## config.mk

```make
export PLATFORM = sky130hd
export DESIGN_NAME = extended_gcd_bezout_core
export DESIGN_NICKNAME = d
export VERILOG_FILES = /design/src/rtl/egcd_pkg.sv /design/src/rtl/egcd_ctrl.sv /design/src/rtl/egcd_dp.sv /design/src/rtl/extended_gcd_bezout_core.sv
export SDC_FILE = /design/constraint.sdc
export NUM_CORES = 2
export LEC_CHECK = 0
export ABC_AREA = 1
export BUFFER_PORTS_ARGS = -buffer_cell sky130_fd_sc_hd__buf_2
export CAP_MARGIN = 10
export CORE_MARGIN = 4
export CORE_UTILIZATION = 52
export CTS_CLUSTER_DIAMETER = 100
export DETAILED_ROUTE_END_ITERATION = 8
export PLACE_DENSITY = 0.69
export SLEW_MARGIN = 20
export SYNTH_ARGS = -nofsm -noshare
export SYNTH_HDL_FRONTEND = slang
export SYNTH_SLANG_ARGS = --single-unit
```

## constraint.sdc

```tcl
create_clock -name clk -period 13.2 [get_ports clk]
set_clock_uncertainty 0.05 [all_clocks]
set_input_delay 2.64 -clock clk [delete_from_list [all_inputs] [get_ports clk]]
set_output_delay 2.64 -clock clk [all_outputs]
set_load 0.005 [all_outputs]
```

## src/rtl/egcd_pkg.sv

```systemverilog
package egcd_pkg;

  localparam int FIELD_W   = 64;
  localparam int WIDTH_DEF = 64;

  typedef struct packed {
    logic load;      // take a new request into the working registers
    logic init;      // set up the divider for one quotient step
    logic step;      // one restoring-division / multiply-accumulate iteration
    logic update;    // shift the Euclid registers after a quotient step
    logic out_load;  // copy the result into the output register
  } egcd_cmd_t;

  typedef struct packed {
    logic den_zero;
  } egcd_status_t;

endpackage

```

## src/rtl/egcd_ctrl.sv

```systemverilog
module egcd_ctrl #(
  parameter int WIDTH = egcd_pkg::WIDTH_DEF
) (
  input  logic                 clk,
  input  logic                 rst_n,
  input  logic                 in_tvalid,
  output logic                 in_tready,
  output logic                 out_tvalid,
  input  logic                 out_tready,
  input  egcd_pkg::egcd_status_t status,
  output egcd_pkg::egcd_cmd_t    cmd
);
  import egcd_pkg::*;

  localparam int CNT_W = $clog2(WIDTH);

  localparam logic [2:0] S_IDLE = 3'd0;
  localparam logic [2:0] S_TEST = 3'd1;
  localparam logic [2:0] S_DIV  = 3'd2;
  localparam logic [2:0] S_UPD  = 3'd3;
  localparam logic [2:0] S_DONE = 3'd4;

  logic [2:0]       state_r, state_nxt;
  logic [CNT_W-1:0] cnt_r, cnt_nxt;
  logic             ovalid_r, ovalid_nxt;

  assign in_tready  = (state_r == S_IDLE);
  assign out_tvalid = ovalid_r;

  always_comb begin
    state_nxt  = state_r;
    cnt_nxt    = cnt_r;
    ovalid_nxt = ovalid_r;
    cmd        = '0;
    if (ovalid_r && out_tready) begin
      ovalid_nxt = 1'b0;
    end
    unique case (state_r)
      S_IDLE: begin
        if (in_tvalid) begin
          cmd.load  = 1'b1;
          state_nxt = S_TEST;
        end
      end
      S_TEST: begin
        if (status.den_zero) begin
          state_nxt = S_DONE;
        end else begin
          cmd.init  = 1'b1;
          cnt_nxt   = '0;
          state_nxt = S_DIV;
        end
      end
      S_DIV: begin
        cmd.step = 1'b1;
        cnt_nxt  = cnt_r + 1'b1;
        if (cnt_r == CNT_W'(WIDTH - 1)) begin
          state_nxt = S_UPD;
        end
      end
      S_UPD: begin
        cmd.update = 1'b1;
        state_nxt  = S_TEST;
      end
      S_DONE: begin
        if (!ovalid_r || out_tready) begin
          cmd.out_load = 1'b1;
          ovalid_nxt   = 1'b1;
          state_nxt    = S_IDLE;
        end
      end
      default: begin
        state_nxt = S_IDLE;
      end
    endcase
  end

  always_ff @(posedge clk) begin
    if (!rst_n) begin
      state_r  <= S_IDLE;
      cnt_r    <= '0;
      ovalid_r <= 1'b0;
    end else begin
      state_r  <= state_nxt;
      cnt_r    <= cnt_nxt;
      ovalid_r <= ovalid_nxt;
    end
  end

endmodule

```

## src/rtl/egcd_dp.sv

```systemverilog
module egcd_dp #(
  parameter int WIDTH = egcd_pkg::WIDTH_DEF
) (
  input  logic                          clk,
  input  logic [egcd_pkg::FIELD_W-1:0]  a_value,
  input  logic [egcd_pkg::FIELD_W-1:0]  b_value,
  input  egcd_pkg::egcd_cmd_t           cmd,
  output egcd_pkg::egcd_status_t        status,
  output logic [egcd_pkg::FIELD_W-1:0]  coefficient_x,
  output logic [egcd_pkg::FIELD_W-1:0]  divisor
);
  import egcd_pkg::*;

  logic [WIDTH-1:0] num_r, den_r, xp_r, xc_r;
  logic [WIDTH-1:0] dvd_r, dsr_r, rem_r, acc_r;
  logic             qneg_r, rneg_r;
  logic [FIELD_W-1:0] ox_r, og_r;

  logic [WIDTH-1:0] num_mag, den_mag;
  logic [WIDTH:0]   trial, diff;
  logic             qbit;
  logic [WIDTH-1:0] rem_nxt, acc_nxt, r_signed, x_next;

  assign num_mag = num_r[WIDTH-1] ? (WIDTH'(0) - num_r) : num_r;
  assign den_mag = den_r[WIDTH-1] ? (WIDTH'(0) - den_r) : den_r;

  // restoring division, quotient bits MSB first; the same bits feed a
  // Horner-style product |q| * x_cur (mod 2^WIDTH)
  assign trial   = {rem_r, dvd_r[WIDTH-1]};
  assign diff    = trial - {1'b0, dsr_r};
  assign qbit    = ~diff[WIDTH];
  assign rem_nxt = qbit ? diff[WIDTH-1:0] : trial[WIDTH-1:0];
  assign acc_nxt = {acc_r[WIDTH-2:0], 1'b0} + (qbit ? xc_r : WIDTH'(0));

  assign r_signed = rneg_r ? (WIDTH'(0) - rem_r) : rem_r;
  assign x_next   = qneg_r ? (xp_r + acc_r) : (xp_r - acc_r);

  assign status.den_zero = (den_r == '0);

  always_ff @(posedge clk) begin
    if (cmd.load) begin
      num_r <= a_value[WIDTH-1:0];
      den_r <= b_value[WIDTH-1:0];
      xp_r  <= WIDTH'(1);
      xc_r  <= '0;
    end else if (cmd.update) begin
      num_r <= den_r;
      den_r <= r_signed;
      xp_r  <= xc_r;
      xc_r  <= x_next;
    end
    if (cmd.init) begin
      dvd_r  <= num_mag;
      dsr_r  <= den_mag;
      rem_r  <= '0;
      acc_r  <= '0;
      qneg_r <= num_r[WIDTH-1] ^ den_r[WIDTH-1];
      rneg_r <= num_r[WIDTH-1];
    end else if (cmd.step) begin
      dvd_r <= {dvd_r[WIDTH-2:0], 1'b0};
      rem_r <= rem_nxt;
      acc_r <= acc_nxt;
    end
    if (cmd.out_load) begin
      ox_r <= FIELD_W'($signed(xp_r));
      og_r <= FIELD_W'($signed(num_r));
    end
  end

  assign coefficient_x = ox_r;
  assign divisor       = og_r;

endmodule

```

## src/rtl/extended_gcd_bezout_core.sv

```systemverilog
// Extended Euclid core: gcd of two signed operands plus the Bezout
// coefficient x of the first operand (a*x == gcd mod b), truncating division.
//
// Input channel in_*: one request per accepted beat, in_tdata = {b, a}.
// Output channel out_*: one result per request, out_tdata = {gcd, x}.
// Operands use their low WIDTH bits as signed values; results are WIDTH-bit
// values sign-extended to 64 bits.
//
// One request is worked on at a time. Each quotient step runs the shared
// radix-2 divider, which also forms q*x one bit per cycle.
// A finished result sits in the output register; the next request is taken
// as soon as that register is loaded. If the receiver stalls and the next
// result is done, the core holds it until out_tready frees the register.
// Reset (rst_n low, synchronous) drops any request in flight and the result.
module extended_gcd_bezout_core #(
  parameter int WIDTH = egcd_pkg::WIDTH_DEF
) (
  input  logic                            clk,
  input  logic                            rst_n,
  input  logic                            in_tvalid,
  output logic                            in_tready,
  input  logic [2*egcd_pkg::FIELD_W-1:0]  in_tdata,   // a_value, b_value
  output logic                            out_tvalid,
  input  logic                            out_tready,
  output logic [2*egcd_pkg::FIELD_W-1:0]  out_tdata   // coefficient_x, divisor
);
  import egcd_pkg::*;

  egcd_cmd_t          cmd;
  egcd_status_t       status;
  logic [FIELD_W-1:0] coef_x, gcd_v;

  egcd_ctrl #(.WIDTH(WIDTH)) u_ctrl (
    .clk        (clk),
    .rst_n      (rst_n),
    .in_tvalid  (in_tvalid),
    .in_tready  (in_tready),
    .out_tvalid (out_tvalid),
    .out_tready (out_tready),
    .status     (status),
    .cmd        (cmd)
  );

  egcd_dp #(.WIDTH(WIDTH)) u_dp (
    .clk           (clk),
    .a_value       (in_tdata[FIELD_W-1:0]),
    .b_value       (in_tdata[2*FIELD_W-1:FIELD_W]),
    .cmd           (cmd),
    .status        (status),
    .coefficient_x (coef_x),
    .divisor       (gcd_v)
  );

  assign out_tdata = {gcd_v, coef_x};

endmodule

```

======== After elaboration in Yosys (flattened, before gate mapping) ========
Cells that the tools add are included.
word-level totals
  bits of input ports ..................... 132
  register bits ........................... 652
  output and inout bits ................... 130
cells by class
  reductions and logical operators ........ 10
  bitwise operators ....................... 1
  equality and inequality tests ........... 9
  multiplexer cells ....................... 30
  add/sub/neg operators ................... 8
operators with widths
  cell                   number
  $mux 64                11
  $sub 1x64->64 const A  3
  $add 64x64->64         2
  $sub 65x64->65         1
  $logic_not 64->1       1
  $sub 64x64->64         1
  $mux 63                1
  $pmux 3 s5             1
  $mux 3                 4
  $pmux 6 s2             1
  $mux 1                 11
  $add 6x1->6 const B    1
  $eq 3x2->1 const B     2
  $eq 6x6->1 const B     1
  $mux 6                 1
  $reduce_bool 2->1      3
  $ne 2x1->1 const B     2
  $ne 2x2->1 const B     2
  $eq 3x1->1 const B     1
  $eq 3x3->1 const B     1
  $logic_not 3->1        1
  $reduce_and 3->1       1
  $reduce_and 2->1       1
  $logic_and 1x1->1      1
  other kinds (3)        3

======== Longest topological paths before layout ========
  depth in word-level cells ............... 4
  mapped depth ............................ 36

======== Hierarchy ========
From an unflattened synthesis, not the netlist that was laid out.
second synthesis, totals
  cell total of the unflattened synthesis .. 6483
  area, all modules ....................... 45423.6 µm²
by module, submodules not included
  module     sequential area each (µm²)  cells each  instances  area an instance (µm²)
  egcd_dp    16716.0                     6405        1          44886.8
  egcd_ctrl  200.2                       78          1          536.8

======== Worst setup path after synthesis ========
OpenSTA, ideal clock, no wires.
  path kind ............................... in2reg
  start ................................... in out_tready
  end ..................................... reg u_dp.ox_r[0] (netlist: u_dp.coefficient_x[0]) (enable)
  setup time .............................. 616 ps
  path buffers ............................ 0
  arrival time ............................ 8007 ps
  cell stages on the path ................. 2
  setup slack ............................. 4527 ps
  required time ........................... 12534 ps
  path through ............................ nor2_1 > nor2_1
RTL lines
  element               RTL line                        text
  start, declared       extended_gcd_bezout_core.sv:24  input logic out_tready,
  end signal, assigned  egcd_dp.sv:65                   ox_r <= FIELD_W'($signed(xp_r));
  end, declared         egcd_dp.sv:17                   logic [FIELD_W-1:0] ox_r, og_r;

======== Final worst setup path ========
  start ................................... reg u_dp.acc_r[21]
  end ..................................... reg u_dp.xc_r[53]
between the ends
  longest elaborated chain between the ends .. 2
  elaborated cells on any way between the ends .. 3
ends and longest elaborated chain
  element                                           RTL line       text
  start, declared                                   egcd_dp.sv:15  logic [WIDTH-1:0] dvd_r, dsr_r, rem_r, acc_r;
  start signal, assigned                            egcd_dp.sv:62  acc_r <= acc_nxt;
  $sub 64x64->64 or $add 64x64->64 (tied branches)  egcd_dp.sv:36  assign x_next = qneg_r ? (xp_r + acc_r) : (xp_r - acc_r);
  $mux 64 *                                         egcd_dp.sv:36
  end signal, assigned                              egcd_dp.sv:50  xc_r <= x_next;
  end, declared                                     egcd_dp.sv:14  logic [WIDTH-1:0] num_r, den_r, xp_r, xc_r;
Mark *: on every way between the ends. The rest lies on a longest branch, timed or not.
A chain may end at the register's enable or synchronous reset.

==> results.cfg <==
[route]
num_vias = 44504
routedWlPerCell_um = 22.00
drc = 0
dr.pass1.iters = 6
vias_per_cell = 5.765
first_iter_violations = 5251
wirelength_um = 169800
ant_nets = 0

[grt]
grt_max_degree = 188
antenna_found_initial = 2
grt_pass1_vias = 40606
grt_pass1_wl_um = 248600
overflow = 0
grt_use_total_pct = 35.87

[layout]
area_growth_pct = 10.53
final_nets = 6845
layout-drive-gt1-share_pct = 8.243
fin_area_mm2 = 0.04991
finish.utilization_pct = 58.25

[floorplan]
start_util_pct = 52.70
num_rows = 107
die-area_mm2 = 0.09162
fp.coreArea_mm2 = 0.08568
dieHeight_um = 302.7
ios = 262
die_w_um = 302.7

[place]
gp_congestion = 1.054
hpwl_um = 136400
portBuffers = 261
placed_cell_area_mm2 = 0.04743

[yosys]
synth_top_family_by_area = simple AND/OR/NAND/NOR gates
synthMuxAreaShare_pct = 0
ys_seq_elements = 652
synthXorXnorAreaFrac_pct = 5.508
ys_types = 65
synth_edf_count = 386
syn_inst = 6314
synth.net_count = 6643
ys.flop_type = edfxtp_1
ys_warn_count = 0
syn_area_mm2 = 0.04516
synth-async-reset-ratio_pct = 0
syn-mean-instance-area_um2 = 7.152
synth_compound_area_share_pct = 16.41
yosys.area_share.simple_pct = 26.02
synth_fa_ha_area_share_pct = 5.508
ys_seq_area_share_pct = 37.46

[timing]
worst_pin_slew_ns = 1.258
finalSetupViolations = 0
final-max-slew-violation-count = 0
slew_headroom_pct = 15.27
finalHoldViolations = 0
rsz0062_at_grt = false
maxClockFrequency_mhz = 175.3
fin_hold_ws_ns = 0.4090
finalCritPeriodShare_pct = 43.21
period_minus_slack_ns = 5.704
setup_tns_ns = 0

[critical_path]
cp_slowest_cell = nor3_1
arrival_ns = 6.17
critPathKind = register to register
critPathMaxFanout = 5
path_cells = nor2_1 > inv_1 > nor3_1 > inv_1 > nor2_1 > inv_1 > nor3_1 > nand4_1 > o21ai_0 > o21ai_0 > xor2_1 > ha_1 > nand2_1 > inv_1 > a21oi_1 > o21ai_0 > a21oi_1 > nand3_1 > nand2_1 > nand2_1 > o21bai_1 > inv_1
start_kind = register
worst_setup_path_end_kind = register
max_stage_delay_ns = 0.82
cp_data_required_time_ns = 13.66
cpMostUsedCell = inv_1

[power]
peakVddDrop_mv = 0.2301
p_per_area_mw_per_mm2 = 238.3
power_w = 0.01189
power.leakage_nw = 22.03

[cts]
cts_buffer_depth = 3
post_cts_buffers = 0
cts_buffers = 74
clk_latency_ns = 0.65
cts.repair.resized = 0
cts.sinks = 652
htreeDepth = 3
cts_tree = done
clk_pin_slew_ns = 0.06
cts_root_buffer = clkbuf_16
hold_buffers = 0

[status]
status = completed

[hold_path]
hp-class = register to register

[job]
cap_viol_max_count = 0
-- path summary, 6_finish.rpt --
check | startpoint | to | slack [ns] | cells past startpoint
setup / recovery | u_dp.acc_r[21]$_SDFFE_PP0P_ | u_dp.xc_r[53]$_SDFFE_PP0P_ | 7.50 | 22
hold / removal | u_dp.xp_r[31]$_SDFFE_PP0P_ | u_dp.coefficient_x[31]$_DFFE_PP_ | 0.41 | 0
setup reg to reg | u_dp.acc_r[21]$_SDFFE_PP0P_ | u_dp.xc_r[53]$_SDFFE_PP0P_ | 7.50 | 22
hold reg to reg | u_dp.xp_r[31]$_SDFFE_PP0P_ | u_dp.coefficient_x[31]$_DFFE_PP_ | 0.41 | 0
-- per-stage QoR --
stage / setup slack (ns) / cells
finish: 7.496 / 7720
global route: 7.081 / 7719
CTS: 7.710 / 7719
detailed placement: 7.155 / 7584
global placement: 7.201 / 7584
floorplan: 4.527 / 6314
-- cells by family after synthesis --
logic type,Yosys count
compound gates,1327
xor+xnor,284
fa+ha+maj,197
buf+inv,1054
flops,652
simple gates,2800
-- cells in the final DEF, fill, tap and decap left out, types with 8 or more instances in the layout --
cell type / instances
clkinv_1: 13
a21o_1: 26
nand3_1: 295
nor3_1: 99
a21boi_0: 9
xor2_1: 223
nor4_1: 50
o211ai_2: 8
o21ai_1: 68
or2_2: 15
a21oi_1: 456
o21a_1: 15
buf_2: 261
inv_2: 10
nand2_2: 12
inv_1: 875
a31oi_1: 50
o21bai_1: 57
nand3b_1: 8
o31ai_1: 13
dfxtp_1: 266
edfxtp_1: 386
ha_1: 194
nand2_1: 1354
xnor2_1: 61
clkbuf_16: 76
nand4_1: 72
clkinv_2: 17
o21ai_0: 520
nor2_2: 24
o21ai_2: 8
buf_4: 27
nor2_1: 825
o211ai_1: 55
-- layer usage --
| metal | track usage (%) | vias up | part of all wire [%] |
|---|---|---|---|
| met5 | 0 | - | 0.014 |
| met4 | 8.427 | 4 | 2.5 |
| met3 | 11.68 | 222 | 13 |
| met2 | 49.39 | 2250 | 39 |
| met1 | 54.13 | 20697 | 45 |
| li1 | - | 21331 | - |
-- flip-flops by register name, summed over array words and instances (netlist names), 3 cells and up --
name,count
u_dp.acc_r,64
u_dp.dsr_r,64
u_dp.den_r,64
u_dp.xp_r,64
u_ctrl.state_r,3
u_dp.dvd_r,64
u_dp.num_r,64
u_dp.divisor,64
u_dp.coefficient_x,64
u_dp.xc_r,64
u_dp.rem_r,64
u_ctrl.cnt_r,6
-- worst max-delay path: cells and delay by family (launching register included) --
family                     cells  cell delay, ns
xor gates and xnor gates       1            0.21
and+or+nand+nor                9            2.49
adders and majority gates      1            0.38
DFF                            1            0.34
AOI/OAI and AO/OA              6            1.72
buffers and inverters          5            0.35
-- cell usage after synthesis, types with 4 or more instances --
cell type | number | area, um2
ha_1 | 194 | 2427
nand3_1 | 295 | 1476
inv_2 | 12 | 45.04
o211ai_2 | 8 | 100.1
nor3_4 | 5 | 81.33
o21bai_1 | 58 | 435.4
inv_1 | 876 | 3288
nor2_4 | 5 | 56.30
nand2_1 | 1356 | 5090
o21ai_0 | 520 | 2603
o221ai_1 | 6 | 52.55
xor2_1 | 223 | 1953
dfxtp_1 | 266 | 5325
nor2_2 | 24 | 150.1
edfxtp_1 | 386 | 11590
nor3_2 | 7 | 70.07
or2_2 | 15 | 93.84
o22ai_2 | 4 | 50.05
o21ai_2 | 8 | 70.07
a21boi_0 | 9 | 67.56
a21oi_2 | 7 | 61.31
o21a_1 | 15 | 112.6
a31oi_1 | 50 | 312.8
buf_6 | 9 | 101.4
o211ai_1 | 55 | 412.9
buf_1 | 12 | 45.04
o21ai_1 | 68 | 340.3
nor4_1 | 51 | 319.1
nor2_1 | 827 | 3104
nand3b_1 | 8 | 60.06
xnor2_1 | 61 | 534.3
nand2_2 | 13 | 81.33
a211oi_1 | 5 | 37.54
nand4_1 | 72 | 450.4
buf_2 | 24 | 120.1
a21o_1 | 26 | 195.2
clkbuf_1 | 105 | 394.1
a21oi_1 | 456 | 2282
nor3_1 | 99 | 495.5
a221oi_1 | 5 | 43.79
nand3_2 | 7 | 70.07
buf_4 | 14 | 105.1
o31ai_1 | 13 | 97.59
-- layout make-up --
class                           instances  area, um2
Multi-Input combinational cell       4608      24190
Timing Repair Buffer                  290       1549
Clock inverter                         48      475.5
Inverter                              890       3351
Sequential cell                       652      16920
Tap cell                             1144       1431
Fill cell                            8306      35770
Clock buffer                           87       1993
Antenna cell                            1      2.502
-- power by group --
group	internal, W	switching [W]	total, W
sequential	0.00292	0.000553	0.00347
combinational	0.00180	0.00452	0.00631
clock	0.00119	0.000913	0.00211
total	0.00591	0.00598	0.0119
(Power assumes the default switching activity.)
